$ cat src/design/pixel_blend_mode_unit_defines.svh
// Assertion macros shared by the pixel blend mode unit modules.
`ifndef PIXEL_BLEND_MODE_UNIT_DEFINES_SVH
`define PIXEL_BLEND_MODE_UNIT_DEFINES_SVH

// A property that must hold at every rising clock edge outside reset.
`define BLM_CHECK(label, clk, rst_n, expr, msg) \
    label: assert property (@(posedge clk) disable iff (!rst_n) (expr)) \
        else $error(msg);

// An implication that must hold at every rising clock edge outside reset.
`define BLM_CHECK_IMPL(label, clk, rst_n, ante, cons, msg) \
    label: assert property (@(posedge clk) disable iff (!rst_n) (ante) |-> (cons)) \
        else $error(msg);

`endif

$ cat src/design/blm_pkg.sv
// Shared types and constants of the pixel blend mode unit.
`timescale 1ns / 1ps
package blm_pkg;

    localparam int FRAC_BITS_DEF = 16;
    localparam int MODE_W        = 4;

    typedef enum logic [MODE_W-1:0] {
        MODE_NORMAL        = 4'd0,
        MODE_MULTIPLY      = 4'd1,
        MODE_SCREEN        = 4'd2,
        MODE_OVERLAY       = 4'd3,
        MODE_OVERLAY_INV   = 4'd4,
        MODE_ADD           = 4'd5,
        MODE_GRAIN_EXTRACT = 4'd6,
        MODE_GRAIN_MERGE   = 4'd7,
        MODE_SUBTRACT      = 4'd8,
        MODE_DIFFERENCE    = 4'd9,
        MODE_DARKEN        = 4'd10,
        MODE_LIGHTEN       = 4'd11,
        MODE_DODGE         = 4'd12,
        MODE_BURN          = 4'd13
    } t_mode;

    // Which unit produces the final value of a transaction.
    typedef enum logic [1:0] {
        PATH_SIMPLE = 2'd0,
        PATH_MULT   = 2'd1,
        PATH_DIV    = 2'd2
    } t_path;

    typedef struct packed {
        logic  vld;
        logic  inv;
        logic  burn;
        t_path path;
    } t_ctl;

endpackage

$ cat src/design/pixel_blend_mode_unit.sv
// Top level of the pixel blend mode unit: mode register, pipeline and output stage.
`timescale 1ns / 1ps
`include "pixel_blend_mode_unit_defines.svh"
// The unit blends one base channel value with one layer channel value under the
// mode held in the mode register, in unsigned fixed point where 2^FRAC_BITS is 1.0.
// It takes a new transaction in every clock cycle outside reset and returns each
// result in order, one result per transaction, whatever the mode. The depth of the
// pipeline is set by the divider used for dodge and burn, which resolves one
// quotient bit per pipeline stage; every other mode travels alongside it so that
// results stay in order. The result appears on o_blended_value for a single cycle
// with o_strobe high and must be captured then, since the receiver cannot stall
// the unit. busy is high only while reset is held. Write the mode register only
// when no transaction is in flight; a transaction uses the mode that was in force
// when it was accepted.
module pixel_blend_mode_unit
    import blm_pkg::*;
#(
    parameter int FRAC_BITS = FRAC_BITS_DEF
) (
    input  logic                i_clk,
    input  logic                i_rst_n,
    input  logic                i_cfg_we,
    input  logic [MODE_W-1:0]   i_cfg_wdata,
    input  logic                start,
    output logic                busy,
    input  logic [FRAC_BITS:0]  i_base_value,
    input  logic [FRAC_BITS:0]  i_blend_value,
    output logic                o_strobe,
    output logic [FRAC_BITS:0]  o_blended_value
);

    localparam int W      = FRAC_BITS + 1;
    localparam int SIDE_W = W + 2;
    // Input stage, prepare stage, multiply stage, divider (W + 1), output stage.
    localparam int LAT    = FRAC_BITS + 6;
    localparam logic [W-1:0] ONE = {1'b1, {FRAC_BITS{1'b0}}};

    // Mode register. Reset selects the normal mode, which passes the layer value.
    logic [MODE_W-1:0] r_mode;

    always_ff @(posedge i_clk) begin
        if (!i_rst_n) begin
            r_mode <= MODE_NORMAL;
        end else if (i_cfg_we) begin
            r_mode <= i_cfg_wdata;
        end
    end

    // The pipeline never stalls, so a transaction is refused only during reset.
    logic accept;

    assign busy   = ~i_rst_n;
    assign accept = start && !busy;

    // Stages 1 and 2: saturate the inputs to one, then set up the operands of the
    // multiplier and divider and compute the modes that need only adds and compares.
    t_ctl         front_ctl;
    logic [W-1:0] front_x;
    logic [W-1:0] front_y;
    logic [W-1:0] front_s;
    logic [W-1:0] front_num;
    logic [W-1:0] front_den;

    blm_front #(
        .FRAC_BITS (FRAC_BITS)
    ) u_front (
        .i_clk    (i_clk),
        .i_rst_n  (i_rst_n),
        .i_vld    (accept),
        .i_mode   (r_mode),
        .i_base   (i_base_value),
        .i_blend  (i_blend_value),
        .o_ctl    (front_ctl),
        .o_x      (front_x),
        .o_y      (front_y),
        .o_simple (front_s),
        .o_num    (front_num),
        .o_den    (front_den)
    );

    // Stage 3: the product modes (multiply, screen, both overlays) finish here and
    // merge with the adder result, so a single value travels on from this point.
    t_ctl         mul_ctl;
    logic [W-1:0] mul_res;
    logic [W-1:0] mul_num;
    logic [W-1:0] mul_den;

    blm_mul #(
        .FRAC_BITS (FRAC_BITS)
    ) u_mul (
        .i_clk    (i_clk),
        .i_rst_n  (i_rst_n),
        .i_ctl    (front_ctl),
        .i_x      (front_x),
        .i_y      (front_y),
        .i_simple (front_s),
        .i_num    (front_num),
        .i_den    (front_den),
        .o_ctl    (mul_ctl),
        .o_res    (mul_res),
        .o_num    (mul_num),
        .o_den    (mul_den)
    );

    // Divider stages. Every transaction passes through them; the finished result of
    // non-divide modes and the path flags ride along as sideband.
    logic [SIDE_W-1:0] div_side_in;
    logic [SIDE_W-1:0] div_side_out;
    logic              div_vld;
    logic [W-1:0]      div_quo;
    logic              side_is_div;
    logic              side_burn;
    logic [W-1:0]      side_res;

    assign div_side_in = {(mul_ctl.path == PATH_DIV), mul_ctl.burn, mul_res};

    blm_div #(
        .FRAC_BITS (FRAC_BITS),
        .SIDE_W    (SIDE_W)
    ) u_div (
        .i_clk   (i_clk),
        .i_rst_n (i_rst_n),
        .i_vld   (mul_ctl.vld),
        .i_num   (mul_num),
        .i_den   (mul_den),
        .i_side  (div_side_in),
        .o_vld   (div_vld),
        .o_quo   (div_quo),
        .o_side  (div_side_out)
    );

    assign side_is_div = div_side_out[W+1];
    assign side_burn   = div_side_out[W];
    assign side_res    = div_side_out[W-1:0];

    // Output stage. Burn reports one minus the clamped quotient, dodge the quotient.
    logic         r_out_vld;
    logic [W-1:0] r_out_val;
    logic [W-1:0] n_out_val;

    always_comb begin
        if (side_is_div) begin
            n_out_val = side_burn ? ONE - div_quo : div_quo;
        end else begin
            n_out_val = side_res;
        end
    end

    always_ff @(posedge i_clk) begin
        if (!i_rst_n) begin
            r_out_vld <= 1'b0;
        end else begin
            r_out_vld <= div_vld;
        end
    end

    always_ff @(posedge i_clk) begin
        r_out_val <= n_out_val;
    end

    assign o_strobe        = r_out_vld;
    assign o_blended_value = r_out_val;

    `BLM_CHECK(a_latency, i_clk, i_rst_n, o_strobe == $past(accept, LAT), "strobe mismatch")
    `BLM_CHECK_IMPL(a_out_range, i_clk, i_rst_n, o_strobe, o_blended_value <= ONE, "out of range")

endmodule

$ cat src/design/blm_front.sv
// Input saturation stage and operand preparation stage of the blend pipeline.
`timescale 1ns / 1ps
module blm_front
    import blm_pkg::*;
#(
    parameter int FRAC_BITS = FRAC_BITS_DEF
) (
    input  logic                i_clk,
    input  logic                i_rst_n,
    input  logic                i_vld,
    input  logic [MODE_W-1:0]   i_mode,
    input  logic [FRAC_BITS:0]  i_base,
    input  logic [FRAC_BITS:0]  i_blend,
    output t_ctl                o_ctl,
    output logic [FRAC_BITS:0]  o_x,
    output logic [FRAC_BITS:0]  o_y,
    output logic [FRAC_BITS:0]  o_simple,
    output logic [FRAC_BITS:0]  o_num,
    output logic [FRAC_BITS:0]  o_den
);

    localparam int W = FRAC_BITS + 1;
    localparam logic [W-1:0] ONE  = {1'b1, {FRAC_BITS{1'b0}}};
    localparam logic [W-1:0] HALF = {2'b01, {(FRAC_BITS-1){1'b0}}};

    function automatic logic [W-1:0] clamp_one(input logic [W:0] v);
        logic [W-1:0] r;
        r = (v > {1'b0, ONE}) ? ONE : v[W-1:0];
        return r;
    endfunction

    // Stage 1: saturated inputs and the mode in force for this transaction.
    logic              r_vld1;
    logic [W-1:0]      r_a;
    logic [W-1:0]      r_b;
    logic [MODE_W-1:0] r_mode1;

    always_ff @(posedge i_clk) begin
        if (!i_rst_n) begin
            r_vld1 <= 1'b0;
        end else begin
            r_vld1 <= i_vld;
        end
    end

    always_ff @(posedge i_clk) begin
        r_a     <= (i_base > ONE) ? ONE : i_base;
        r_b     <= (i_blend > ONE) ? ONE : i_blend;
        r_mode1 <= i_mode;
    end

    // Stage 2: multiplier operands, the result of the adder modes, divider operands.
    logic         a_gt_half;
    logic [W-1:0] a_mh;
    logic [W-1:0] a_dbl;
    logic [W-1:0] a_ovl;
    logic [W-1:0] one_a;
    logic [W-1:0] one_b;
    logic [W:0]   sum_ab;
    logic [W:0]   t_half_a;
    logic [W:0]   b_ext;
    logic [W:0]   half_ext;

    assign a_gt_half = r_a > HALF;
    assign a_mh      = r_a - HALF;
    assign a_dbl     = {r_a[W-2:0], 1'b0};
    assign a_ovl     = ONE - {a_mh[W-2:0], 1'b0};
    assign one_a     = ONE - r_a;
    assign one_b     = ONE - r_b;
    assign sum_ab    = {1'b0, r_a} + {1'b0, r_b};
    assign t_half_a  = {1'b0, r_a} + {1'b0, HALF};
    assign b_ext     = {1'b0, r_b};
    assign half_ext  = {1'b0, HALF};

    t_ctl         n_ctl;
    logic [W-1:0] n_x;
    logic [W-1:0] n_y;
    logic [W-1:0] n_s;
    logic [W-1:0] n_num;
    logic [W-1:0] n_den;

    always_comb begin
        n_ctl      = '0;
        n_ctl.vld  = r_vld1;
        n_ctl.path = PATH_SIMPLE;
        n_x        = r_a;
        n_y        = r_b;
        n_s        = '0;
        n_num      = one_a;
        n_den      = r_b;
        case (t_mode'(r_mode1))
            MODE_NORMAL: begin
                n_s = r_b;
            end
            MODE_MULTIPLY: begin
                n_ctl.path = PATH_MULT;
            end
            MODE_SCREEN: begin
                n_ctl.path = PATH_MULT;
                n_ctl.inv  = 1'b1;
                n_x        = one_a;
                n_y        = one_b;
            end
            MODE_OVERLAY: begin
                n_ctl.path = PATH_MULT;
                if (a_gt_half) begin
                    n_ctl.inv = 1'b1;
                    n_x       = a_ovl;
                    n_y       = one_b;
                end else begin
                    n_x = a_dbl;
                end
            end
            MODE_OVERLAY_INV: begin
                n_ctl.path = PATH_MULT;
                if (a_gt_half) begin
                    n_ctl.inv = 1'b1;
                    n_x       = a_ovl;
                end else begin
                    n_x = a_dbl;
                    n_y = one_b;
                end
            end
            MODE_ADD: begin
                n_s = clamp_one(sum_ab);
            end
            MODE_GRAIN_EXTRACT: begin
                n_s = (t_half_a < b_ext) ? '0 : clamp_one(t_half_a - b_ext);
            end
            MODE_GRAIN_MERGE: begin
                n_s = (sum_ab < half_ext) ? '0 : clamp_one(sum_ab - half_ext);
            end
            MODE_SUBTRACT: begin
                n_s = (r_a < r_b) ? '0 : r_a - r_b;
            end
            MODE_DIFFERENCE: begin
                n_s = (r_a > r_b) ? r_a - r_b : r_b - r_a;
            end
            MODE_DARKEN: begin
                n_s = (r_a < r_b) ? r_a : r_b;
            end
            MODE_LIGHTEN: begin
                n_s = (r_a > r_b) ? r_a : r_b;
            end
            MODE_DODGE: begin
                // A full layer leaves no divisor; the result saturates.
                if (r_b == ONE) begin
                    n_s = ONE;
                end else begin
                    n_ctl.path = PATH_DIV;
                    n_num      = r_a;
                    n_den      = one_b;
                end
            end
            MODE_BURN: begin
                // An empty layer leaves no divisor; the result is black.
                if (r_b == '0) begin
                    n_s = '0;
                end else begin
                    n_ctl.path = PATH_DIV;
                    n_ctl.burn = 1'b1;
                end
            end
            default: begin
                n_s = '0;
            end
        endcase
    end

    t_ctl         r_ctl2;
    logic [W-1:0] r_x;
    logic [W-1:0] r_y;
    logic [W-1:0] r_s;
    logic [W-1:0] r_num;
    logic [W-1:0] r_den;

    always_ff @(posedge i_clk) begin
        if (!i_rst_n) begin
            r_ctl2 <= '0;
        end else begin
            r_ctl2 <= n_ctl;
        end
    end

    always_ff @(posedge i_clk) begin
        r_x   <= n_x;
        r_y   <= n_y;
        r_s   <= n_s;
        r_num <= n_num;
        r_den <= n_den;
    end

    assign o_ctl    = r_ctl2;
    assign o_x      = r_x;
    assign o_y      = r_y;
    assign o_simple = r_s;
    assign o_num    = r_num;
    assign o_den    = r_den;

endmodule

$ cat src/design/blm_mul.sv
// Fixed-point multiply stage that also merges the product with the adder result.
`timescale 1ns / 1ps
module blm_mul
    import blm_pkg::*;
#(
    parameter int FRAC_BITS = FRAC_BITS_DEF
) (
    input  logic                i_clk,
    input  logic                i_rst_n,
    input  t_ctl                i_ctl,
    input  logic [FRAC_BITS:0]  i_x,
    input  logic [FRAC_BITS:0]  i_y,
    input  logic [FRAC_BITS:0]  i_simple,
    input  logic [FRAC_BITS:0]  i_num,
    input  logic [FRAC_BITS:0]  i_den,
    output t_ctl                o_ctl,
    output logic [FRAC_BITS:0]  o_res,
    output logic [FRAC_BITS:0]  o_num,
    output logic [FRAC_BITS:0]  o_den
);

    localparam int W = FRAC_BITS + 1;
    localparam logic [W-1:0] ONE = {1'b1, {FRAC_BITS{1'b0}}};

    logic [2*W-1:0] prod;
    logic [W-1:0]   p;
    logic [W-1:0]   mres;

    // Both operands are at most one, so the truncated product fits the value width.
    assign prod = (2*W)'(i_x) * (2*W)'(i_y);
    assign p    = prod[FRAC_BITS +: W];
    assign mres = i_ctl.inv ? ONE - p : p;

    t_ctl         r_ctl;
    logic [W-1:0] r_res;
    logic [W-1:0] r_num;
    logic [W-1:0] r_den;

    always_ff @(posedge i_clk) begin
        if (!i_rst_n) begin
            r_ctl <= '0;
        end else begin
            r_ctl <= i_ctl;
        end
    end

    always_ff @(posedge i_clk) begin
        r_res <= (i_ctl.path == PATH_MULT) ? mres : i_simple;
        r_num <= i_num;
        r_den <= i_den;
    end

    assign o_ctl = r_ctl;
    assign o_res = r_res;
    assign o_num = r_num;
    assign o_den = r_den;

endmodule

$ cat src/design/blm_div.sv
// Pipelined restoring divider, one quotient bit per stage, quotient clamped to one.
`timescale 1ns / 1ps
`include "pixel_blend_mode_unit_defines.svh"
module blm_div
    import blm_pkg::*;
#(
    parameter int FRAC_BITS = FRAC_BITS_DEF,
    parameter int SIDE_W    = FRAC_BITS + 3
) (
    input  logic                i_clk,
    input  logic                i_rst_n,
    input  logic                i_vld,
    input  logic [FRAC_BITS:0]  i_num,
    input  logic [FRAC_BITS:0]  i_den,
    input  logic [SIDE_W-1:0]   i_side,
    output logic                o_vld,
    output logic [FRAC_BITS:0]  o_quo,
    output logic [SIDE_W-1:0]   o_side
);

    localparam int W   = FRAC_BITS + 1;
    localparam int NST = W;
    localparam int LAT = NST + 1;
    localparam logic [W-1:0] ONE = {1'b1, {FRAC_BITS{1'b0}}};

    logic              r_vld  [0:NST];
    logic              r_ovf  [0:NST];
    logic [W-1:0]      r_q    [0:NST];
    logic [SIDE_W-1:0] r_side [0:NST];
    logic [W:0]        r_rem  [0:NST-1];
    logic [W-1:0]      r_den  [0:NST-1];

    // Entry stage. A numerator of at least twice the divisor gives a quotient of
    // two or more, which saturates; otherwise the quotient fits in W bits.
    always_ff @(posedge i_clk) begin
        if (!i_rst_n) begin
            r_vld[0] <= 1'b0;
        end else begin
            r_vld[0] <= i_vld;
        end
    end

    always_ff @(posedge i_clk) begin
        r_rem[0]  <= {1'b0, i_num};
        r_den[0]  <= i_den;
        r_q[0]    <= '0;
        r_ovf[0]  <= {1'b0, i_num} >= {i_den, 1'b0};
        r_side[0] <= i_side;
    end

    for (genvar k = 1; k <= NST; k++) begin : g_stage
        logic ge;

        assign ge = r_rem[k-1] >= {1'b0, r_den[k-1]};

        always_ff @(posedge i_clk) begin
            if (!i_rst_n) begin
                r_vld[k] <= 1'b0;
            end else begin
                r_vld[k] <= r_vld[k-1];
            end
        end

        always_ff @(posedge i_clk) begin
            r_q[k]    <= {r_q[k-1][W-2:0], ge};
            r_ovf[k]  <= r_ovf[k-1];
            r_side[k] <= r_side[k-1];
        end

        if (k < NST) begin : g_rem
            logic [W:0] diff;

            assign diff = ge ? r_rem[k-1] - {1'b0, r_den[k-1]} : r_rem[k-1];

            always_ff @(posedge i_clk) begin
                r_rem[k] <= {diff[W-1:0], 1'b0};
                r_den[k] <= r_den[k-1];
            end
        end
    end

    assign o_vld  = r_vld[NST];
    assign o_quo  = (r_ovf[NST] || (r_q[NST] > ONE)) ? ONE : r_q[NST];
    assign o_side = r_side[NST];

    `BLM_CHECK(a_div_latency, i_clk, i_rst_n, o_vld == $past(i_vld && i_rst_n, LAT), "bad valid")
    `BLM_CHECK_IMPL(a_div_range, i_clk, i_rst_n, o_vld, o_quo <= ONE, "quotient above one")

endmodule

$ cat config.mk
export PLATFORM = sky130hd
export DESIGN_NAME = pixel_blend_mode_unit
export DESIGN_NICKNAME = d
export VERILOG_FILES = /design/src/design/blm_pkg.sv /design/src/design/pixel_blend_mode_unit.sv /design/src/design/blm_front.sv /design/src/design/blm_mul.sv /design/src/design/blm_div.sv
export VERILOG_INCLUDE_DIRS = /design/src /design/src/design
export SDC_FILE = /design/constraint.sdc
export NUM_CORES = 2
export LEC_CHECK = 0
export BUFFER_PORTS_ARGS = -buffer_cell sky130_fd_sc_hd__buf_2
export CORE_UTILIZATION = 45
export CTS_CLUSTER_SIZE = 24
export DETAILED_ROUTE_END_ITERATION = 12
export PLACE_DENSITY = 0.63
export SLEW_MARGIN = 20
export SYNTH_ARGS = -nofsm -noshare
export SYNTH_HDL_FRONTEND = slang
export SYNTH_SLANG_ARGS = --single-unit
$ cat constraint.sdc
create_clock -name i_clk -period 8.45 [get_ports i_clk]
set_input_delay 1.69 -clock i_clk [delete_from_list [all_inputs] [get_ports i_clk]]
set_output_delay 1.69 -clock i_clk [all_outputs]
set_load 0.03 [all_outputs]
==> results.md <==
* Status: completed
* Cell taking the most area after synthesis: dfxtp_1
* GRT overflow at 0
* Clock latency on the worst-skew pair at 760 ps
* RR Startpoint: u_front.o_x[5]$_DFF_P_
* Clock transition at the registers of the reported paths at 60 ps
* Clk_skew at 49.7 ps
* Cell variety after synth at 100
* Max-cap violations at 0
* Synth warn at 0
* Fraction of layout cells with a size suffix above 1 at 0.0751
* Post-CTS Hold Buffers at 0
* CP endpoint: u_mul.o_res[12]$_DFF_P_
* Synth Register Bits at 1315
* First-pass GRT wire length at 218000 µm
* Slew @ Worst Pin at 1060 ps
* Dominant synthesized flop cell: dfxtp_1
* WS Path Type: reg2reg
* H-tree depth at 4
* Clk buf depth at 3
* Hold Crit Class: reg2reg
* # Post-CTS Setup Buffers at 0
* Sequential fraction of the synthesis area at 0.449
* Die ar. at 0.132 mm²
* CP Capture Type: register
* Drt via density at 5.11
* Num rows at 132
* TritonCTS buffer count at 132
* Fin crit share at 0.884
* Top-count cell post-synth: dfxtp_1
* Maximum number of pins on one net before global-route repair at 36
* Reg2reg setup slack at 980 ps
* Initial antenna violation count at 4
* Top post-synthesis cells by count: 1315 x dfxtp_1, 742 x inv_1, 511 x nand2_1
* WL final at 136000 µm
* Fin. Hold Viols at 0
* I/O pin count at 61
* Worst IR drop on VDD at 0.384 mV
* Setup violators final at 0
* Sinks on Clock Net at 1315
* CORE AREA at 0.129 mm²
* Syn avg cell area at 9.90 µm²
* CP Launch Type: register
* Share of flip-flops with an asynchronous set or reset at 0
* Top area cells in the synthesized netlist: dfxtp_1 45%, ha_1 10%, fa_1 8.2%
* Crit path from: u_front.o_x[5]$_DFF_P_
* WHS at 275 ps
* Leakage power at 28.8 nW
* Dpl hpwl at 106000 µm
* Fmax at 134 MHz
* Post-CTS Resized at 0
* Initial Util at 0.453
* Die W at 363 µm
* Via count at 40100
* Top cell type's share of synthesized area at 0.449
* EDFF count, synth at 0
* FF-to-FF path depth at 22
* GP Congestion at 0.905
* Critical path required time at 9080 ps
* Syn Inst Count at 5925
* Net count after synthesis at 6677
* Vias in the first global route at 40200
* Netlist Area Pre-Place at 0.0587 mm²
* RSZ-0062 raised after global routing: no
* Total GRT Usage at 0.210
* Total negative slack at 0 ps
* Nets@finish at 6747
* Slew Viols, Final at 0
* Worst endpoint data arrival time at 8100 ps
* Min Tclk post-route at 7470 ps
* DRT antenna net count at 0
* Max FO, Critical Path at 17
* Layout filler cell count at 11700
* R2R Path End: u_mul.o_res[12]$_DFF_P_
* Chip Height at 363 µm
* Relative slew margins at 0.287
* Routed WL per cell at 17.4 µm
* Iter 0 DRT Violations at 2502
* Area Growth Syn to Fin at 11.6%
* DRC errors left at 0
* CTS tree: done
* PD cells at 406 mW/mm²
* Port Buf Inserts at 60
* First-pass DRT Iterations at 6
* CTS root buf: clkbuf_16
[metrics by stage]
stage / worst slack [ps] / power, mW / util / cells / cell area [µm²]
floorplan: 1640 / 17.8 / - / 5925 / 58700
global route: 503 / 28.8 / 0.505 / 7840 / 65400
global placement: 1080 / 20.5 / 0.469 / 7599 / 60800
finish: 980 / 26.5 / 0.505 / 7845 / 65400
CTS: 984 / 26.8 / 0.505 / 7836 / 65400
detailed placement: 974 / 20.7 / 0.469 / 7599 / 60800
[where the power goes]
group | internal, mW | switching [mW]
Combinational | 4.94 | 6.54
Sequential | 8.15 | 0.997
Clock | 3.41 | 2.51
[sequential cells by signal, summed over array words and instances (netlist names), 5 cells and up]
register and count:
o_blended_value 17, u_div.r_den 289, u_div.r_ovf 18, u_div.r_q 153, u_div.r_rem 289, u_div.r_side 342
u_div.r_vld 18, u_front.o_ctl 5, u_front.o_den 17, u_front.o_num 17, u_front.o_simple 17, u_front.o_x 17
u_front.o_y 17, u_front.r_a 17, u_front.r_b 17, u_mul.o_den 17, u_mul.o_num 17, u_mul.o_res 17
[cell usage in the layout (no fill, tap or decap), types with 19 or more instances in the layout]
cell / count
dfxtp_1: 1314
inv_1: 742
nand2_1: 511
ha_1: 469
o21ai_0: 339
nor2_1: 281
a21oi_1: 256
fa_1: 241
xnor2_1: 217
and2_1: 171
clkbuf_16: 132
nor3_1: 123
xor2_1: 117
a21o_1: 92
nor2b_1: 89
mux2_2: 73
buf_2: 60
or3_1: 58
nand4_1: 53
o31ai_1: 47
nand3_1: 43
o21a_1: 42
nand2b_1: 36
o21bai_1: 33
nor4_1: 31
and3_1: 30
a31oi_1: 25
clkbuf_8: 24
a211oi_1: 22
o211ai_1: 21
mux2i_1: 21
buf_4: 20
clkbuf_1: 19
clkinv_2: 19
[cell type report]
class,count,area [µm²],area share
flip-flops and latches,1315,26300,0.402
diodes,5,12.5,0.000191
clock buffers,175,3700,0.0566
repair buffers,84,503,0.00769
clock inverters,62,882,0.0135
well taps,1742,2180,0.0333
multi-input cells,3715,29000,0.444
inverters,747,2800,0.0428
[metal layers]
metal	vias up	GRT usage	wire length [µm]
met5	-	0	14
li1	19800	-	-
met3	295	0.0316	5870
met4	2	0.0875	5770
met2	942	0.372	67300
met1	19100	0.251	57300
[worst max-delay path, stage by stage (launching register included)]
cell and delay (ps):
dfxtp_1 750, nand2_1 170, fa_1 580, inv_1 60
fa_1 520, inv_1 60, fa_1 480, inv_1 60
fa_1 500, fa_1 510, fa_1 490, ha_1 340
nand4_1 190, nor3_1 360, a21oi_2 130, a31oi_4 420
mux2i_1 260, a221oi_1 140, nand4bb_1 380, or3b_2 520
o21ai_0 200, xnor2_1 140, o21ai_0 90
[cells by family after synthesis]
logic type | count (synthesis) | synth area share
muxes | 94 | 0.0176
xor gates and xnor gates | 334 | 0.0499
AOI/OAI and AO/OA | 1079 | 0.118
adders and majority gates | 710 | 0.182
and+or+nand+nor | 1498 | 0.125
buffers and inverters | 895 | 0.0581
DFF | 1315 | 0.449
[how the worst min path moves through the flow]
stage,from,to,depth (start not counted)
after global routing,u_div.r_side[6][8]$_DFF_P_,u_div.r_side[7][8]$_DFF_P_,0
final,u_div.r_side[6][8]$_DFF_P_,u_div.r_side[7][8]$_DFF_P_,0
after detailed placement,u_div.r_ovf[10]$_DFF_P_,u_div.r_ovf[11]$_DFF_P_,0
after global placement,u_div.r_side[11][15]$_DFF_P_,u_div.r_side[12][15]$_DFF_P_,0
after floorplan,u_div.r_ovf[9]$_DFF_P_,u_div.r_ovf[10]$_DFF_P_,0
after CTS,u_div.r_side[15][17]$_DFF_P_,u_div.r_side[16][17]$_DFF_P_,0
Note: power is estimated with default switching activity, not from simulation.
